==> src/design/flpte_pkg.sv <==
// ----------------------------------------------------------------------------
// Four-level page table engine package
// Shared types, codes and constants.
// ----------------------------------------------------------------------------
package flpte_pkg;

    localparam int FLPTE_TABLE_FRAMES = 64;
    localparam int ENTRIES_PER_TABLE  = 512;
    localparam int IDX_W              = 9;
    localparam int MAX_PAGES          = 4096;

    typedef enum logic [1:0] {
        OP_MAP   = 2'd0,
        OP_UNMAP = 2'd1,
        OP_XLATE = 2'd2,
        OP_NONE  = 2'd3
    } op_t;

    typedef enum logic [1:0] {
        ST_DONE    = 2'd0,
        ST_FULL    = 2'd1,
        ST_MISSING = 2'd2
    } status_t;

    typedef enum logic [3:0] {
        S_CLEAR,
        S_IDLE,
        S_PAGE,
        S_RD,
        S_CHK,
        S_ZERO,
        S_LINK,
        S_LEAF,
        S_OUT
    } state_t;

    typedef struct packed {
        logic    load;
        logic    clear_step;
        logic    zero_start;
        logic    zero_step;
        logic    link_write;
        logic    descend;
        logic    leaf_write;
        logic    fail;
        status_t code;
        logic    xlate_done;
    } cmd_t;

    typedef struct packed {
        op_t  op;
        logic clear_last;
        logic zero_last;
        logic link_ok;
        logic full;
        logic at_leaf;
        logic pages_left;
    } sts_t;

endpackage

==> src/design/flpte_ctrl.sv <==
// ----------------------------------------------------------------------------
// Page table engine controller
// Sequences clearing, walks, table allocation and leaf updates.
// ----------------------------------------------------------------------------
module flpte_ctrl
    import flpte_pkg::*;
(
    input  logic clk,
    input  logic rst_n,
    input  logic s_tvalid,
    output logic s_tready,
    output logic m_tvalid,
    input  logic m_tready,
    input  sts_t sts,
    output cmd_t cmd
);

    state_t state_reg;
    state_t state_next;

    always_ff @(posedge clk or negedge rst_n)
    begin
        if (!rst_n)
        begin
            state_reg <= S_CLEAR;
        end
        else
        begin
            state_reg <= state_next;
        end
    end

    always_comb
    begin
        state_next = state_reg;
        cmd        = '0;
        cmd.code   = ST_DONE;
        s_tready   = 1'b0;
        m_tvalid   = 1'b0;
        case (state_reg)
            S_CLEAR:
            begin
                cmd.clear_step = 1'b1;
                if (sts.clear_last)
                begin
                    state_next = S_IDLE;
                end
            end
            S_IDLE:
            begin
                s_tready = 1'b1;
                if (s_tvalid)
                begin
                    cmd.load = 1'b1;
                    state_next = S_OUT;
                    if (sts.op == OP_MAP || sts.op == OP_UNMAP)
                    begin
                        state_next = S_PAGE;
                    end
                    else if (sts.op == OP_XLATE)
                    begin
                        state_next = S_RD;
                    end
                end
            end
            S_PAGE:
            begin
                state_next = sts.pages_left ? S_RD : S_OUT;
            end
            S_RD:
            begin
                if (sts.at_leaf && sts.op != OP_XLATE)
                begin
                    state_next = S_LEAF;
                end
                else
                begin
                    state_next = S_CHK;
                end
            end
            S_CHK:
            begin
                if (sts.at_leaf)
                begin
                    cmd.xlate_done = 1'b1;
                    state_next = S_OUT;
                end
                else if (sts.link_ok)
                begin
                    cmd.descend = 1'b1;
                    state_next = S_RD;
                end
                else if (sts.op != OP_MAP)
                begin
                    cmd.fail = 1'b1;
                    cmd.code = ST_MISSING;
                    state_next = S_OUT;
                end
                else if (sts.full)
                begin
                    cmd.fail = 1'b1;
                    cmd.code = ST_FULL;
                    state_next = S_OUT;
                end
                else
                begin
                    cmd.zero_start = 1'b1;
                    state_next = S_ZERO;
                end
            end
            S_ZERO:
            begin
                cmd.zero_step = 1'b1;
                if (sts.zero_last)
                begin
                    state_next = S_LINK;
                end
            end
            S_LINK:
            begin
                cmd.link_write = 1'b1;
                state_next = S_RD;
            end
            S_LEAF:
            begin
                cmd.leaf_write = 1'b1;
                state_next = S_PAGE;
            end
            S_OUT:
            begin
                m_tvalid = 1'b1;
                if (m_tready)
                begin
                    state_next = S_IDLE;
                end
            end
            default:
            begin
                state_next = S_CLEAR;
            end
        endcase
    end

endmodule

==> config.mk <==
export PLATFORM = sky130hd
export DESIGN_NAME = flpte_ctrl
export DESIGN_NICKNAME = d
export VERILOG_FILES = /design/src/design/flpte_pkg.sv /design/src/design/flpte_ctrl.sv
export SDC_FILE = /design/constraint.sdc
export NUM_CORES = 1
export LEC_CHECK = 0
export CAP_MARGIN = 30
export CORE_AREA = 4 4 41 43
export DETAILED_ROUTE_END_ITERATION = 12
export DIE_AREA = 0 0 45 47
export DONT_BUFFER_PORTS = 1
export GPL_TIMING_DRIVEN = 0
export PLACE_DENSITY = 0.55
export SYNTH_ARGS = -nofsm -noshare
export SYNTH_HDL_FRONTEND = slang
export SYNTH_SLANG_ARGS = --single-unit
==> constraint.sdc <==
create_clock -name clk -period 1.71 [get_ports clk]
set_input_delay 0.171 -clock clk [delete_from_list [all_inputs] [get_ports clk]]
set_output_delay 0.171 -clock clk [all_outputs]
set_load 0.02 [all_outputs]
==> impl_metrics.json <==
{
  "final_cell_mix": "7 x nand2_1, 6 x nor2_1, 5 x buf_4",
  "port_buffers": 0,
  "arrival_ns": 1.75,
  "reg2reg_depth": 4,
  "placement_rows": 13,
  "numCtsBuffers": 3,
  "crit_path_end": "cmd[8]",
  "gr-total-overflow": 0,
  "synth_edf_count": 0,
  "ys_ff_latch": 4,
  "worstPathRequired_ns": 1.54,
  "fin_util_pct": 52.0,
  "die_area_um2": 2120,
  "hp-class": "input port to flop",
  "fin_skew_ns": 0.00195,
  "die_h_um": 47,
  "hold_viol_final": 0,
  "die_w_um": 45,
  "cts_root_buffer": "clkbuf_4",
  "drc_errors": 0,
  "core_um2": 1300,
  "antenna_left": 0,
  "antenna_found_initial": 0,
  "avgRoutedWirePerCell_um": 15.0,
  "peakVddDrop_uv": 748,
  "status": "finished, violations left",
  "syn_area_um2": 482,
  "cts_sinks": 4,
  "cts_tree": "done",
  "r2r_setup_slack_ns": -0.04,
  "start_util_pct": 37.0,
  "first_pass_iters": 4,
  "power_uw": 1120,
  "period_needed_ns": 1.92,
  "drtIter0Drc": 5,
  "drive_gt1_share_pct": 38.8,
  "clk_pin_slew_worst_paths_ns": 0.04,
  "violations": "negative setup slack",
  "routed_via_density": 5.89,
  "worstReg2RegEnd": "state_reg[2]",
  "place.gp.congestion": 0.823,
  "final_common_cell": "nand2_1",
  "insertion_delay_ns": 0.23,
  "slew_headroom_pct": 60.6,
  "dp_hpwl_um": 1010,
  "final.period_utilization_pct": 112,
  "dpl_cell_area_um2": 507,
  "grt_pass1_vias": 544,
  "final_max_slew_viol_count": 0,
  "nets": 94,
  "endpoint_kind": "primary output",
  "syn_inst": 71,
  "fill_cells": 129,
  "ioPinCount": 25,
  "grt_max_degree": 11,
  "p_leak_uw": 0.000264,
  "power_density_nw_per_um2": 1650,
  "syn_to_final_growth_pct": 40.5,
  "ys_seq_area_share_pct": 20.8,
  "ys_warn_count": 0,
  "crit_path_start_kind": "flop",
  "ys.flop_type": "dfrtp_1",
  "clock.fmax_ghz": 0.521,
  "grtUsageTotal_pct": 14.2,
  "crit_start": "state_reg[0]",
  "htree_levels": 1,
  "syn-num-nets": 83,
  "setup_viol": 5,
  "final_area_um2": 677,
  "drt_wl_total_um": 1430,
  "grt_pass1_wl_um": 2270,
  "vias": 560,
  "cts.path.max_buffers": 2,
  "drv_cap": 0,
  "synth_cell_types": 30,
  "rsz0062_at_grt": "true",
  "worst_pin_slew_ns": 0.590,
  "asyncSetResetFlopFracSynth_pct": 100,
  "r2r_start": "state_reg[0]",
  "syn_area_per_cell_um2": 6.78,
  "antennaDiodeCount": 0,
  "setup_slack_ns": -0.208,
  "path_max_fanout": 5,
  "largest_reg_flops": 4,
  "critPathKind": "flop to primary output"
}
-- Yosys cell counts, types with 2 or more instances --
library cell / instances / share of area, %
nor3_1: 4 / 4.2
a22oi_1: 2 / 3.1
and2_1: 2 / 2.6
nand2_1: 7 / 5.5
o22ai_1: 3 / 3.9
dfrtp_1: 4 / 21
inv_1: 4 / 3.1
a21oi_1: 3 / 3.1
a31oi_1: 3 / 3.9
nor2b_1: 3 / 3.9
nor2_1: 11 / 8.6
and3_1: 2 / 2.6
clkbuf_1: 3 / 2.3
o21ai_0: 2 / 2.1
nand2b_1: 3 / 3.9
-- cell families after synthesis --
family	synth area share [%]
simple gates	44.9
compound gates	24.2
buf+inv	6.23
flops	20.8
xor+xnor	1.82
mux	2.08
-- through the flow --
stage	TNS [ns]	cells	hold slack, ns	setup slack, ns
after floorplan	-0.172	71	-0.125	-0.0429
after global placement	-1.16	86	-0.124	-0.181
after detailed placement	-1.08	86	-0.124	-0.158
after CTS	-0.894	93	0.0565	-0.212
after global routing	-1.33	95	0.0541	-0.277
final	-0.859	95	0.0611	-0.208
-- power by group --
part | switching (uW) | internal (uW) | leakage [uW] | total (uW)
Combinational | 476 | 350 | 0.000199 | 826
Sequential | 42.0 | 138 | 0.0000508 | 180
Clock | 33.4 | 78.1 | 0.0000138 | 111
Total | 551 | 566 | 0.000264 | 1120
-- metal layers --
metal | wire length, um | vias up | part of all wire (%) | GRT usage (%)
li1 | - | 274 | - | -
met1 | 641 | 267 | 45 | 17.7
met2 | 702 | 19 | 49 | 24.9
met3 | 83 | 0 | 5.8 | 2.30
met4 | 0 | 0 | 0 | 4.68
met5 | 0 | - | 0 | 0
-- critical path, cell delays in order (launching register included) --
cell	delay (ns)
dfrtp_1	0.40
or4b_4	0.53
or3_4	0.41
nor2_4	0.17
-- worst min-delay path by stage --
stage / cells past startpoint / slack [ns] / start / to
after floorplan: 0 / -0.12 / rst_n / state_reg[0]
after global placement: 0 / -0.12 / rst_n / state_reg[1]
after detailed placement: 0 / -0.12 / rst_n / state_reg[1]
after CTS: 1 / 0.06 / m_tready / state_reg[3]
after global routing: 1 / 0.05 / m_tready / state_reg[3]
final: 1 / 0.06 / m_tready / state_reg[3]
-- cell type report --
class	count	area [um^2]	area share [%]
multi-input cells	59	445	65.8
clock buffers	3	22.5	3.33
repair buffers	6	51.3	7.58
plain buffers	4	22.5	3.33
flip-flops and latches	4	101	15.0
inverters	4	15.0	2.22
well taps	15	18.8	2.77
-- what timing repair did --
item	CTS	global route
hold buffers	1	0
resized for setup	16	16
pin swaps	6	6
hold endpoints to repair	4	0
buffers inserted	3	2
setup endpoints to repair	13	15
(Power assumes the default switching activity.)
